--- src/hdl/lfgr_pkg.sv ---
`timescale 1ns / 1ps

package lfgr_pkg;

  localparam int GRB_W = 24;
  localparam int CHAN_W = 8;
  localparam int SEL_W = 3;
  localparam int CFG_IDX_W = 1;
  localparam int CFG_DATA_W = 3;

  // Input operation codes.
  localparam logic OP_PIXEL     = 1'b0;
  localparam logic OP_FRAME_END = 1'b1;

  // Configuration register indexes.
  localparam logic [CFG_IDX_W-1:0] REG_COLOR_SELECT  = 1'd0;
  localparam logic [CFG_IDX_W-1:0] REG_OUTPUT_ENABLE = 1'd1;

  // Palette indexes.
  localparam logic [SEL_W-1:0] PAL_RED    = 3'd0;
  localparam logic [SEL_W-1:0] PAL_GREEN  = 3'd1;
  localparam logic [SEL_W-1:0] PAL_BLUE   = 3'd2;
  localparam logic [SEL_W-1:0] PAL_YELLOW = 3'd3;
  localparam logic [SEL_W-1:0] PAL_PURPLE = 3'd4;

  typedef struct packed {
    logic             op;
    logic [GRB_W-1:0] pixel_grb;
  } in_item_t;

  typedef struct packed {
    logic [GRB_W-1:0] led_grb;
    logic             last;
  } out_item_t;

  // Request from the frame logic to the LED word sequencer.
  typedef struct packed {
    logic             go;
    logic [SEL_W-1:0] sel;
  } emit_req_t;

endpackage

--- src/hdl/lfgr_scale.sv ---
`timescale 1ns / 1ps

module lfgr_scale (
  input  logic [lfgr_pkg::CHAN_W-1:0] chan_i,
  input  logic [lfgr_pkg::CHAN_W-1:0] bright_i,
  output logic [lfgr_pkg::CHAN_W-1:0] scaled_o
);
  import lfgr_pkg::*;

  logic [2*CHAN_W-1:0] prod;
  logic [2*CHAN_W:0]   rounded;
  logic [2*CHAN_W:0]   approx;

  // Division by 255 as (x + (x >> 8) + 1) >> 8, exact for x below 65535.
  assign prod     = chan_i * bright_i;
  assign rounded  = {1'b0, prod} + (2*CHAN_W+1)'(127);
  assign approx   = rounded + (rounded >> CHAN_W) + (2*CHAN_W+1)'(1);
  assign scaled_o = approx[2*CHAN_W-1:CHAN_W];

endmodule

--- src/hdl/lfgr_emit.sv ---
`timescale 1ns / 1ps

module lfgr_emit #(
  parameter int OUTPUT_LEDS = 4,
  parameter int IDX_W = 2
) (
  input  logic                        clk,
  input  logic                        rst_n,
  input  lfgr_pkg::emit_req_t         req_i,
  input  logic [lfgr_pkg::CHAN_W-1:0] bright_i,
  output logic [IDX_W-1:0]            led_idx_o,
  output logic                        busy_o,
  output logic                        out_valid,
  input  logic                        out_stall,
  output lfgr_pkg::out_item_t         out_data
);
  import lfgr_pkg::*;

  typedef enum logic [2:0] {
    ST_IDLE = 3'b001,
    ST_CALC = 3'b010,
    ST_SEND = 3'b100
  } emit_state_t;

  localparam logic [1:0] CH_G = 2'd0;
  localparam logic [1:0] CH_R = 2'd1;
  localparam logic [1:0] CH_B = 2'd2;
  localparam logic [IDX_W-1:0] LAST_IDX = IDX_W'(OUTPUT_LEDS - 1);

  emit_state_t       state_r, state_nxt;
  logic [1:0]        chan_r, chan_nxt;
  logic [IDX_W-1:0]  idx_r, idx_nxt;
  logic [SEL_W-1:0]  sel_r;
  logic [GRB_W-1:0]  word_r;
  logic [GRB_W-1:0]  pal_word;
  logic [CHAN_W-1:0] pal_chan;
  logic [CHAN_W-1:0] scaled;

  // Palette in GRB order; codes beyond purple fall back to red.
  always_comb begin
    case (sel_r)
      PAL_GREEN:  pal_word = 24'hff0000;
      PAL_BLUE:   pal_word = 24'h0000ff;
      PAL_YELLOW: pal_word = 24'hffff00;
      PAL_PURPLE: pal_word = 24'h0080ff;
      default:    pal_word = 24'h00ff00;
    endcase
  end

  always_comb begin
    case (chan_r)
      CH_G:    pal_chan = pal_word[23:16];
      CH_R:    pal_chan = pal_word[15:8];
      default: pal_chan = pal_word[7:0];
    endcase
  end

  lfgr_scale u_scale (
    .chan_i   (pal_chan),
    .bright_i (bright_i),
    .scaled_o (scaled)
  );

  always_comb begin
    state_nxt = state_r;
    chan_nxt  = chan_r;
    idx_nxt   = idx_r;
    unique case (state_r)
      ST_IDLE: begin
        if (req_i.go) begin
          state_nxt = ST_CALC;
          chan_nxt  = CH_G;
          idx_nxt   = '0;
        end
      end
      ST_CALC: begin
        if (chan_r == CH_B) begin
          state_nxt = ST_SEND;
        end else begin
          chan_nxt = chan_r + 2'd1;
        end
      end
      ST_SEND: begin
        if (!out_stall) begin
          if (idx_r == LAST_IDX) begin
            state_nxt = ST_IDLE;
          end else begin
            state_nxt = ST_CALC;
            chan_nxt  = CH_G;
            idx_nxt   = idx_r + IDX_W'(1);
          end
        end
      end
      default: state_nxt = ST_IDLE;
    endcase
  end

  always_ff @(posedge clk) begin
    if (!rst_n) begin
      state_r <= ST_IDLE;
      chan_r  <= CH_G;
      idx_r   <= '0;
    end else begin
      state_r <= state_nxt;
      chan_r  <= chan_nxt;
      idx_r   <= idx_nxt;
    end
  end

  // One colour channel is scaled per cycle into the held output word.
  always_ff @(posedge clk) begin
    if (state_r == ST_IDLE && req_i.go) begin
      sel_r <= req_i.sel;
    end
    if (state_r == ST_CALC) begin
      case (chan_r)
        CH_G:    word_r[23:16] <= scaled;
        CH_R:    word_r[15:8]  <= scaled;
        default: word_r[7:0]   <= scaled;
      endcase
    end
  end

  assign led_idx_o        = idx_r;
  assign busy_o           = state_r != ST_IDLE;
  assign out_valid        = state_r == ST_SEND;
  assign out_data.led_grb = word_r;
  assign out_data.last    = idx_r == LAST_IDX;

  a_calc_chan: assert property (@(posedge clk) disable iff (!rst_n)
    state_r == ST_CALC |-> chan_r == CH_G || chan_r == CH_R || chan_r == CH_B)
    else $error("channel counter out of range");

  a_idx_range: assert property (@(posedge clk) disable iff (!rst_n)
    state_r != ST_IDLE |-> idx_r <= LAST_IDX)
    else $error("LED index beyond the last LED");

  a_send_after_blue: assert property (@(posedge clk) disable iff (!rst_n)
    $rose(out_valid) |-> $past(state_r) == ST_CALC && $past(chan_r) == CH_B)
    else $error("word offered before all channels were scaled");

  a_last_ends: assert property (@(posedge clk) disable iff (!rst_n)
    out_valid && !out_stall && out_data.last |=> state_r == ST_IDLE)
    else $error("sequencer kept running after the last word");

endmodule

--- src/hdl/led_frame_group_remapper.sv ---
`timescale 1ns / 1ps

// LED frame group remapper.
// The input channel (in_valid / in_stall / in_data) carries either a pixel
// word or a frame-end event. A pixel that is taken updates the saturating
// pixel count and, at a group's centre position, that group's stored peak
// brightness. A frame end with exactly INPUT_PIXELS pixels and output
// enabled starts the LED word sequencer; the count is cleared always.
// The sequencer scales one colour channel per cycle through a single shared
// multiply and divide-by-255 unit: after each transfer the next LED word is
// built in the CALC state, green, red then blue, and is then offered on
// out_valid / out_data. A frame has OUTPUT_LEDS words; the final word
// carries last. in_stall is high while the sequencer runs. When the
// receiver stalls, the offered word holds and the sequencer waits. Reset
// clears the count, sets colour select to red and output enable to one; the
// brightness stores are not cleared. Configuration is written through
// cfg_we / cfg_index / cfg_wdata; the user must write it only while the
// block is idle, as the block itself does not enforce this.

module led_frame_group_remapper #(
  parameter int INPUT_PIXELS = 12,
  parameter int OUTPUT_LEDS  = 4,
  parameter int GROUP_SIZE   = 3,
  parameter int MAX_PIXELS   = 256
) (
  input  logic                             clk,
  input  logic                             rst_n,
  input  logic                             in_valid,
  output logic                             in_stall,
  input  lfgr_pkg::in_item_t               in_data,
  output logic                             out_valid,
  input  logic                             out_stall,
  output lfgr_pkg::out_item_t              out_data,
  input  logic                             cfg_we,
  input  logic [lfgr_pkg::CFG_IDX_W-1:0]   cfg_index,
  input  logic [lfgr_pkg::CFG_DATA_W-1:0]  cfg_wdata
);
  import lfgr_pkg::*;

  localparam int CNT_MAX = (MAX_PIXELS > INPUT_PIXELS) ? MAX_PIXELS : INPUT_PIXELS;
  localparam int CNT_W   = $clog2(CNT_MAX + 1);
  localparam int IDX_W   = (OUTPUT_LEDS > 1) ? $clog2(OUTPUT_LEDS) : 1;

  logic [SEL_W-1:0]  color_select_r;
  logic              output_enable_r;
  logic [CNT_W-1:0]  pixel_count_r;
  logic [CHAN_W-1:0] bright_r [OUTPUT_LEDS];
  logic              in_xfer;
  logic              pixel_ok;
  logic [CHAN_W-1:0] peak;
  logic [IDX_W-1:0]  led_idx;
  logic              busy;
  emit_req_t         req;

  function automatic logic [CHAN_W-1:0] peak_of(input logic [GRB_W-1:0] grb);
    logic [CHAN_W-1:0] m;
    m = (grb[23:16] > grb[15:8]) ? grb[23:16] : grb[15:8];
    return (m > grb[7:0]) ? m : grb[7:0];
  endfunction

  assign in_stall = busy;
  assign in_xfer  = in_valid && !in_stall;
  assign pixel_ok = in_xfer && in_data.op == OP_PIXEL &&
                    pixel_count_r < CNT_W'(MAX_PIXELS);
  assign peak     = peak_of(in_data.pixel_grb);

  assign req.go  = in_xfer && in_data.op == OP_FRAME_END && output_enable_r &&
                   pixel_count_r == CNT_W'(INPUT_PIXELS);
  assign req.sel = color_select_r;

  always_ff @(posedge clk) begin
    if (!rst_n) begin
      color_select_r  <= '0;
      output_enable_r <= 1'b1;
    end else if (cfg_we) begin
      unique case (cfg_index)
        REG_COLOR_SELECT:  color_select_r  <= cfg_wdata;
        REG_OUTPUT_ENABLE: output_enable_r <= cfg_wdata[0];
        default: ;
      endcase
    end
  end

  always_ff @(posedge clk) begin
    if (!rst_n) begin
      pixel_count_r <= '0;
    end else if (in_xfer) begin
      if (in_data.op == OP_FRAME_END) begin
        pixel_count_r <= '0;
      end else if (pixel_ok) begin
        pixel_count_r <= pixel_count_r + CNT_W'(1);
      end
    end
  end

  // Each group's centre pixel sits at zero-based position 2 + g * GROUP_SIZE.
  always_ff @(posedge clk) begin
    for (int g = 0; g < OUTPUT_LEDS; g++) begin
      if (pixel_ok && 32'(pixel_count_r) == 2 + g * GROUP_SIZE) begin
        bright_r[g] <= peak;
      end
    end
  end

  lfgr_emit #(
    .OUTPUT_LEDS (OUTPUT_LEDS),
    .IDX_W       (IDX_W)
  ) u_emit (
    .clk       (clk),
    .rst_n     (rst_n),
    .req_i     (req),
    .bright_i  (bright_r[led_idx]),
    .led_idx_o (led_idx),
    .busy_o    (busy),
    .out_valid (out_valid),
    .out_stall (out_stall),
    .out_data  (out_data)
  );

  a_count_sat: assert property (@(posedge clk) disable iff (!rst_n)
    pixel_count_r <= CNT_W'(MAX_PIXELS))
    else $error("pixel count beyond saturation limit");

  a_frame_clears: assert property (@(posedge clk) disable iff (!rst_n)
    in_xfer && in_data.op == OP_FRAME_END |=> pixel_count_r == '0)
    else $error("frame end did not clear the pixel count");

  a_start_stalls: assert property (@(posedge clk) disable iff (!rst_n)
    req.go |=> in_stall)
    else $error("input taken while the sequencer runs");

endmodule

--- config.mk ---
export PLATFORM = sky130hd
export DESIGN_NAME = led_frame_group_remapper
export DESIGN_NICKNAME = d
export VERILOG_FILES = /design/src/hdl/lfgr_pkg.sv /design/src/hdl/lfgr_scale.sv /design/src/hdl/lfgr_emit.sv /design/src/hdl/led_frame_group_remapper.sv
export SDC_FILE = /design/constraint.sdc
export NUM_CORES = 1
export LEC_CHECK = 0
export BUFFER_PORTS_ARGS = -buffer_cell sky130_fd_sc_hd__buf_2
export CELL_PAD_IN_SITES_DETAIL_PLACEMENT = 1
export CELL_PAD_IN_SITES_GLOBAL_PLACEMENT = 2
export CORE_ASPECT_RATIO = 0.9
export CORE_MARGIN = 8
export CORE_UTILIZATION = 36
export DETAILED_ROUTE_END_ITERATION = 12
export PLACE_DENSITY = 0.79
export REMOVE_ABC_BUFFERS = 1
export SYNTH_ARGS = -nofsm -noshare
export SYNTH_HDL_FRONTEND = slang
export SYNTH_SLANG_ARGS = --single-unit
--- constraint.sdc ---
create_clock -name clk -period 6.09 [get_ports clk]
set_input_delay 0.3045 -clock clk [delete_from_list [all_inputs] [get_ports clk]]
set_output_delay 0.3045 -clock clk [all_outputs]
set_load 0.05 [all_outputs]
Yosys cells after proc, flatten, opt, wreduce, memory -nomap -nowiden. Memories as Yosys holds them, arrays and structs flattened. A register that Yosys moved wholly into a read port is not among the register bits. Cells that the tools add are included. Widths: inputs -> output; s select.

Register bits: 47. Bits in writable memories: 32. Bits of input ports: 34. Output and inout bits: 27. Word-level logic and storage cells: 112. Memories: 1.

Memories: bright_r (words 4, width 8, rd ports 1, clocked after Yosys merged registers in 1, wr ports 1, RTL line led_frame_group_remapper.sv:47) `logic [CHAN_W-1:0] bright_r [OUTPUT_LEDS];`.

Add/subtract/negate cells: 6. Multipliers: 1. Magnitude comparators: 3. Equality and inequality tests: 21. Muxes and demuxes: 38. Bitwise logic cells: 3. Reductions and logical operators: 29.

Operator list (count): $pmux 24 s4 (1); $mux 8 (5); $eq 9x4->1 const B (3); $mux 2 (12); $reduce_or 8->1 (3); $mux 9 (2); $add 16x7->17 const B (1); $add 16x1->16 const B (1); $add 16x9->16 (1); $gt 8x8->1 (2); $mul 8x8->16 (1); $pmux 8 s2 (1); $reduce_and 2->1 (6); $logic_and 1x1->1 (11); $mux 1 (11); $add 9x1->9 const B (1); $eq 3x2->1 const B (3); $eq 9x2->1 const B (1); $eq 9x3->1 const B (1); $lt 9x9->1 const B (1); $mux 3 (3); $pmux 3 s3 (1); $eq 3x1->1 const B (2); $eq 3x3->1 const B (2); 17 further kinds (25).

Longest topological paths before layout. Gate-level depths: netlist (run 1).

Depth in word-level cells: 12. Depth in mapped cells: 30. Mapped depth without buffers: 30.

By module. Synthesis (run 1) repeated with hierarchy kept, for this count alone.

Cells, all modules: 683. Area, all modules: 6964.2 µm².

Modules (own cells, without submodules): lfgr_scale (instances 1, cells each 356, area an instance 2975.4 µm², seq. area each 0.0 µm²); led_frame_group_remapper (instances 1, cells each 231, area an instance 2637.5 µm², seq. area each 1221.2 µm²); lfgr_emit (instances 1, cells each 96, area an instance 1351.3 µm², seq. area each 950.9 µm²).

Least setup slack after synthesis (run 1). No wires, ideal clock.

Kind: register to register. Start point: reg u_emit.chan_r[1]. End point: reg u_emit.word_r[15] (data pin). Setup time: 271 ps. Arrival time: 6469 ps. Required time: 5819 ps. Setup slack: -650 ps. Stages on the path, launching flop included: 30. Buffers on the path: 0. Period minus slack after synthesis: 6740 ps. Path through: dfxtp_1 > inv_1 > ha_1 > nor2_1 > a22oi_1 > o221ai_2 > nand2_1 > inv_1 > fa_1 > inv_1 > fa_1 > inv_1 > fa_1 > inv_1 > fa_1 > inv_1 > ha_1 > a21oi_1 > o21ai_2 > or2_4 > a311oi_1 > nor2_1 > ha_1 > o21a_1 > o31ai_2 > a221o_1 > a21oi_2 > o31a_4 > nand4_2 > xnor2_1.

Word-level cells in the longest chain between the ends: 6. Elaborated cells on any way between the ends: 7. Those cells by class: add/sub (3); mul (1); eq/ne (1); mux (1); reduce/logical (1).

RTL lines: start, declared (RTL line lfgr_emit.sv:31) `logic [1:0] chan_r, chan_nxt;`; start signal, assigned (RTL line lfgr_emit.sv:105) `chan_r <= chan_nxt;`; $eq 2x1->1 / $logic_not 2->1 (equally long branches) (RTL line lfgr_emit.sv:51) `case (chan_r)`; $pmux 8 s2 (*) (RTL line lfgr_emit.sv:51); $mul 8x8->16 (*) (RTL line lfgr_scale.sv:15) `assign prod = chan_i * bright_i;`; $add 16x7->17 (*) (RTL line lfgr_scale.sv:16) `assign rounded = {1'b0, prod} + (2*CHAN_W+1)'(127);`; $add 16x9->16 (*) (RTL line lfgr_scale.sv:17) `assign approx = rounded + (rounded >> CHAN_W) + (2*CHAN_W+1)'(1);`; $add 16x1->16 (*) (RTL line lfgr_scale.sv:17); net u_emit.scaled[7] (RTL line lfgr_emit.sv:37) `logic [CHAN_W-1:0] scaled;`; end signal, assigned (RTL line lfgr_emit.sv:118) `CH_R: word_r[15:8] <= scaled;`; end, declared (RTL line lfgr_emit.sv:34) `logic [GRB_W-1:0] word_r;`.

The timed path passes the listed nets; every way through them passes the cells marked *. A chain may end at the register's enable or synchronous reset.

Worst setup path after layout (run 1).
Start point: reg u_emit.sel_r[1]. End point: reg u_emit.word_r[14] (data pin).

Word-level cells in the longest chain between the ends: 7. Elaborated cells on any way between the ends: 10. Those cells by class: add/sub (3); mul (1); eq/ne (4); mux (2).

RTL lines: start, declared (RTL line lfgr_emit.sv:33) `logic [SEL_W-1:0] sel_r;`; start signal, assigned (RTL line lfgr_emit.sv:113) `sel_r <= req_i.sel;`; $eq 3x3->1 (tied with other cells) (RTL line lfgr_emit.sv:41) `case (sel_r)`; $pmux 24 s4 (*) (RTL line lfgr_emit.sv:41); $pmux 8 s2 (*) (RTL line lfgr_emit.sv:51); $mul 8x8->16 (*) (RTL line lfgr_scale.sv:15); $add 16x7->17 (*) (RTL line lfgr_scale.sv:16); $add 16x9->16 (*) (RTL line lfgr_scale.sv:17); $add 16x1->16 (*) (RTL line lfgr_scale.sv:17); net u_emit.scaled[6] (RTL line lfgr_emit.sv:37).

Marks and branches as above.

==> metrics.md, run 1 <==
| Metric | Value |
|---|---|
| Detail Placement HPWL | `11600 um` |
| Per-cell routed wire length | `16.9 um` |
| Top_reg_cell synth | `edfxtp_1` |
| Outcome | `finished with violations` |
| Final cell count without fillers | `about 900` |
| RSZ-0062 raised after global routing | `yes` |
| Setup WS post-layout | `-0.469 ns` |
| First-pass GRT wire length | `roughly 25000 um` |
| Yosys reg bits | `81` |
| Placed Cells | `865` |
| Top-count cell post-synth | `inv_1` |
| Detailed Routing Iterations Pass 1 | `4` |
| Final net count | `roughly 830` |
| Worst hold slack | `0.177 ns` |
| Post-synth top area share | `30.7%` |
| Lkg Pwr | `3.57 nW` |
| CTS Hold Bufs | `0` |
| Cells after Synth | `531` |
| Failing checks | `negative setup slack` |
| Number of flops mapped to enable cells by yosys | `slightly below 60` |
| GRT Util Overall | `15.6%` |
| Minimum clock period | `6.56 ns` |
| CTS buffer count | `9` |
| MaxCap Viol Count | `0` |
| Worst Max-Slew Pin Slew | `1.19 ns` |
| Pwr dens | `255 nW/um^2` |
| Core area | `15900 sq um` |
| CP max-delay cell | `fa_1` |
| Fill count | `1762` |
| Fmax | `about 150 MHz` |
| Sequential area share after synthesis | `38.4%` |
| Critical path launch point type | `flop` |
| Max clock buf depth | `2` |
| # rows | `44` |
| Die Y | `~140 um` |
| Part of the cycle the worst path needs | `108%` |
| Syn_area_per_cell | `between 10 and 15 sq um` |
| Clock Tree Root | `clkbuf_16` |
| Worst setup path class | `flop to flop` |
| Vias | `approximately 4500` |
| Area Overhead vs Synth | `35.0%` |
| Most common library cells after synthesis | `inv_1 (72), ha_1 (65), edfxtp_1 (59), nor2_1 (44), nand2_1 (39)` |
| Yosys warns | `0` |
| Die span in x | `149 um` |
| Largest net degree at the start of global routing | `17` |
| Hold WC Path Type | `input pin to flop` |
| Fraction of layout cells with a size suffix above 1 | `39.6%` |
| Post-route cell area | `7780 sq um` |
| Antenna Cells | `0` |
| H-tree Lvls | `3` |
| Synth area leader | `edfxtp_1` |
| CP endpoint kind | `flop` |
| Max incr delay on CP | `~0.53 ns` |
| Arrival @ worst endpoint | `6.65 ns` |
| Iter 0 DRT Violations | `152` |
| Port buffer count | `60` |
| Multi-input logic area | `3630 sq um` |
| Required @ worst endpoint | `a little over 6 ns` |
| Clock Skews | `0.00956 ns` |
| Unique masters post-synth | `62` |
| Clock-pin slew on the worst setup and hold paths | `approximately 0.06 ns` |
| Worst-skew pair later-pin latency | `0.34 ns` |
| Antenna-violating nets left | `0` |
| Fin util | `48.9%` |
| Max-slew headroom | `20.0%` |
| CTS tree | `built` |
| Routed wire length | `15400 um` |
| Die ar. | `20300 sq um` |
| Ranking of synthesized cells by area | `edfxtp_1 (31%), ha_1 (14%), fa_1 (9.7%)` |
| Final GP Congestion | `0.828` |
| Placed Instance Area | `6840 sq um` |
| Initial Util | `36.2%` |
| Gr ovfl total | `0` |
| FF/Latch Area | `2220 sq um` |
| Vias in the first global route | `5113` |
| Crit path max fanout | `7` |
| Async SR Flop Fraction | `0%` |
| Final Max Tran Viols | `0` |
| Synthesized area | `a little under 6000 sq um` |
| Initial antenna violation count | `0` |
| # clock sinks | `81` |
| # DRC | `0` |
| Maximum VDD drop | `0.000121 V` |
| Top Ports | `61` |
| Via density | `4.94` |
| Final hold violation count | `0` |
| Finish-stage setup viols | `24` |
registers in the layout, indices dropped and copies added (netlist names), named ones only:
signal,flops
output_enable_r,1
bright_r,32
u_emit.word_r,24
u_emit.sel_r,3
u_emit.state_r,3
u_emit.led_idx_o,2
pixel_count_r,9
u_emit.chan_r,2
color_select_r,3
critical path: cells and delay by family, from the launching register on:
| kind | cells | cell delay [ns] |
|---|---|---|
| flops | 1 | 0.44 |
| simple gates | 5 | 0.67 |
| xor+xnor | 3 | 0.49 |
| compound gates | 7 | 1.30 |
| buf+inv | 8 | 0.78 |
| fa+ha+maj | 6 | 2.61 |
power breakdown:
group          total, W  switching, W  internal [W]
Combinational  0.000810      0.000451      0.000359
Sequential     0.000656     0.0000156      0.000640
Clock          0.000522      0.000220      0.000301
cells in the final DEF, fill, tap and decap left out, types with 5 or more instances in the layout:
cell type / Yosys / layout
nand2_4: 1 / 5
xor2_1: 10 / 8
clkbuf_16: 0 / 9
o21ai_0: 20 / 18
mux2_2: 7 / 7
fa_1: 28 / 26
nand3_1: 8 / 7
buf_6: 0 / 8
buf_2: 2 / 60
buf_4: 2 / 97
nor3_1: 8 / 8
and2_1: 11 / 7
nand4_1: 6 / 6
xnor2_1: 15 / 6
nand2b_1: 5 / 5
inv_2: 0 / 10
xnor2_2: 0 / 9
a21oi_1: 23 / 19
inv_1: 72 / 62
dfxtp_1: 22 / 19
o21a_1: 7 / 7
ha_4: 0 / 7
nor2b_1: 7 / 7
nor2_1: 44 / 38
nand2_1: 39 / 32
edfxtp_1: 59 / 59
mux4_2: 8 / 8
mux2i_1: 6 / 6
nor2_2: 0 / 5
ha_1: 65 / 57
logic make-up after synthesis:
logic type | count (synthesis) | synth area share, %
and+or+nand+nor | 151 | 13.2
adders and majority gates | 94 | 24.0
DFF | 81 | 38.4
buffers and inverters | 80 | 5.39
AOI/OAI and AO/OA | 78 | 9.34
xor gates and xnor gates | 26 | 4.08
muxes | 21 | 5.54
per-stage QoR:
step	worst slack [ns]	TNS [ns]	total power [W]
floorplan	-0.648	-13.46	0.00108
global placement	-0.459	-9.80	0.00128
detailed placement	-0.749	-16.02	0.00131
CTS	-0.354	-7.75	0.00193
global route	-0.729	-16.44	0.00210
finish	-0.469	-10.15	0.00199
final timing paths:
path                           from                 to  slack [ns]  depth (start not counted)
setup / recovery    u_emit.sel_r[1]  u_emit.word_r[14]       -0.47                         29
hold / removal                rst_n    output_enable_r        0.18                          2
setup reg to reg    u_emit.sel_r[1]  u_emit.word_r[14]       -0.47                         29
hold reg to reg   color_select_r[0]    u_emit.sel_r[0]        0.44                          0
what timing repair did:
item,4_1_cts,5_1_grt
pin swaps,40,18
endpoints found under the setup margin,24,24
gates resized for setup,50,44
buffers inserted,23,8
layout make-up:
type | instances | area share [%]
Inverter | 72 | 3.47
Multi-Input combinational cell | 370 | 46.6
Tap cell | 207 | 3.33
Clock buffer | 13 | 3.34
Clock inverter | 3 | 0.322
Sequential cell | 81 | 28.5
Timing Repair Buffer | 165 | 14.4
metal layers:
layer	GRT usage (%)	vias up	share of wire [%]
met5	0	-	0
met4	5.21	0	1.8
met3	4.19	21	3.9
met2	28.6	86	53
met1	17.1	2209	42
li1	-	2181	-
(Power assumes the default switching activity.)
==> run 2, diff against run 1 <==
--- a/config.mk
+++ b/config.mk
@@ -13,6 +13,7 @@
 export CORE_UTILIZATION = 36
 export DETAILED_ROUTE_END_ITERATION = 12
 export PLACE_DENSITY = 0.79
+export RECOVER_POWER = 50
 export REMOVE_ABC_BUFFERS = 1
 export SYNTH_ARGS = -nofsm -noshare
 export SYNTH_HDL_FRONTEND = slang
==> run 2 against run 1 <==
Against the previous run:
- the flow still finishes with violations (negative setup slack)
- critical endpoint unchanged
- die area did not move
- global-route usage unchanged
- non-clock buffer count is the same
==> metrics.md, run 2 (synthesis gave the netlist of run 1 again) <==
| Metric | Value |
|---|---|
| CP max-delay cell | `fa_1` |
| Vias in the first global route | `5113 (unchanged)` |
| Initial Util | `36.2% (unchanged)` |
| Setup WS post-layout | `-0.470 ns (-0.000936 ns)` |
| Via density | `4.92 (-0.27%)` |
| Worst setup path class | `flop to flop` |
| CTS buffer count | `9 (unchanged)` |
| CP endpoint | `u_emit.word_r[14]` |
| Lkg Pwr | `3.49 nW (-2.3%)` |
| Antenna-violating nets left | `0 (unchanged)` |
| Die span in x | `149 um (unchanged)` |
| # clock sinks | `81 (unchanged)` |
| Iter 0 DRT Violations | `159 (+4.6%)` |
| RSZ-0062 raised after global routing | `yes` |
| Finish-stage setup viols | `24 (unchanged)` |
| Reg2reg setup slack | `-0.47 ns (about the same)` |
| Reg with most FFs | `bright_r` |
| Detail Placement HPWL | `11600 um (unchanged)` |
| Detailed Routing Iterations Pass 1 | `4 (unchanged)` |
| Reg2reg end | `u_emit.word_r[14]` |
| Required @ worst endpoint | `6.18 ns (about the same)` |
| R2R cell count | `29 (unchanged)` |
| Gr ovfl total | `0 (unchanged)` |
| Final GP Congestion | `0.828 (unchanged)` |
| Worst-skew pair later-pin latency | `0.34 ns (about the same)` |
| Max-slew headroom | `19.7% (-0.28 points)` |
| Fin util | `48.7% (-0.22 points)` |
| Max clock buf depth | `2 (unchanged)` |
| H-tree Lvls | `3 (unchanged)` |
| Most frequent cells in the layout | `buf_4 (97), inv_1 (62), edfxtp_1 (59), ha_1 (57), nor2_1 (38)` |
| Pwr dens | `256 nW/um^2 (+0.25%)` |
| Worst Max-Slew Pin Slew | `1.19 ns (+0.00423 ns)` |
| Max reg flops | `32 (unchanged)` |
| Port buffer count | `60 (unchanged)` |
| CTS tree | `built` |
| Final net count | `826 (unchanged)` |
| Die Y | `136 um (unchanged)` |
| Final hold violation count | `0 (unchanged)` |
| Antenna Cells | `0 (unchanged)` |
| GRT Util Overall | `15.6% (unchanged)` |
| Outcome | `finished with violations` |
| Arrival @ worst endpoint | `6.65 ns (about the same)` |
| Max incr delay on CP | `0.53 ns (about the same)` |
| Vias | `4485 (-0.27%)` |
| Maximum VDD drop | `0.000121 V (about the same)` |
| Clock Tree Root | `clkbuf_16` |
| Part of the cycle the worst path needs | `108% (about the same)` |
| Critical path origin | `u_emit.sel_r[1]` |
| Clock Skews | `0.00956 ns (+0.00000546 ns)` |
| Routed wire length | `15400 um (+0.29%)` |
| First-pass GRT wire length | `25000 um (unchanged)` |
| # DRC | `0 (unchanged)` |
| Failing checks | `negative setup slack` |
| # rows | `44 (unchanged)` |
| MaxCap Viol Count | `0 (unchanged)` |
| Most common cell after layout, fill and taps aside | `buf_4` |
| Overall Power | `0.00198 W (-0.21%)` |
| Fmax | `152 MHz (about the same)` |
| Clock-pin slew on the worst setup and hold paths | `0.06 ns (about the same)` |
| Area Overhead vs Synth | `34.4%` |
| Critical path launch point type | `flop` |
| Final Max Tran Viols | `0 (unchanged)` |
| Initial antenna violation count | `0 (unchanged)` |
| Fill count | `1773 (+0.62%)` |
| CP endpoint kind | `flop` |
| Die ar. | `20300 sq um (unchanged)` |
| RR Startpoint | `u_emit.sel_r[1]` |
| Crit path max fanout | `7 (unchanged)` |
| Largest net degree at the start of global routing | `17 (unchanged)` |
| Per-cell routed wire length | `16.9 um (+0.29%)` |
| Core area | `15900 sq um (unchanged)` |
| Top Ports | `61 (unchanged)` |
| Minimum clock period | `6.56 ns (+0.000936 ns)` |
| Fraction of layout cells with a size suffix above 1 | `35.7% (-4.0 points)` |
| Hold WC Path Type | `input pin to flop` |
| Biggest registers after layout | `bright_r x32, u_emit.word_r x24, pixel_count_r x9` |
run 2: cell types whose count changed in the layout (fill, tap and decap cells not counted):
| cell | previous run | this run |
|---|---|---|
| buf_2 | 60 | 32 |
| clkbuf_1 | 2 | 30 |
| o21ai_1 | 3 | 2 |
| and2_1 | 7 | 5 |
| o21ai_0 | 18 | 19 |
| and2_0 | 0 | 2 |
run 2: per-layer routing:
metal | wire length [um] | global-route usage (%) | vias up
met5 | 0 | 0 | -
met4 | 269 | 5.21 | 0
met3 | 574 | 4.19 | 21
met2 | 8080 | 28.6 | 81
met1 | 6490 | 17.1 | 2208
li1 | - | - | 2175
run 2: worst max-delay path, delay by kind of cell (launching register included):
kind | cells | cell delay [ns]
AO/OA/AOI/OAI | 7 | 1.30
buffers and inverters | 8 | 0.78
AND/OR/NAND/NOR | 5 | 0.67
adder cells (fa/ha/maj) | 6 | 2.61
flip-flops | 1 | 0.44
XOR/XNOR | 3 | 0.50
run 2: per-stage QoR:
stage	TNS (ns)	instance area, sq um	instances	hold slack, ns	setup slack [ns]
floorplan	-13.46	5720	523	0.376	-0.648
global placement	-9.80	6840	865	0.422	-0.459
detailed placement	-16.02	6840	865	0.423	-0.749
CTS	-7.75	7500	904	0.162	-0.354
global route	-16.44	7750	911	0.161	-0.729
finish	-10.12	7750	911	0.178	-0.470
run 2: area by class of cell:
class	count	area [sq um]	share of cell area (%)
multi-input cells	370	3630	46.9
flip-flops and latches	81	2220	28.6
repair buffers	165	1080	14.0
inverters	72	270	3.49
clock buffers	13	260	3.36
well taps	207	259	3.34
clock inverters	3	25.0	0.323
run 2: how the worst min path moves through the flow:
| stage | startpoint | endpoint | slack (ns) | cells past startpoint |
|---|---|---|---|---|
| 2_1_floorplan | rst_n | output_enable_r | 0.38 | 1 |
| 3_3_place_gp | color_select_r[1] | u_emit.sel_r[1] | 0.42 | 0 |
| 3_5_place_dp | color_select_r[2] | u_emit.sel_r[2] | 0.42 | 0 |
| 5_1_grt | rst_n | output_enable_r | 0.16 | 2 |
| 6_report | rst_n | output_enable_r | 0.18 | 2 |
| 4_1_cts | rst_n | output_enable_r | 0.16 | 2 |
run 2: repair_timing:
item,in CTS,in global routing
hold buffers,0,0
endpoints found under the hold margin,0,0
buffers inserted,23,8
pin swaps,40,18
resized for setup,50,44
cloned,0,0
endpoints found under the setup margin,24,24
run 2: power by group:
group | switching (W) | internal [W]
Combinational | 0.000451 | 0.000356
Sequential | 0.0000157 | 0.000640
Clock | 0.000220 | 0.000301
Total | 0.000686 | 0.00130
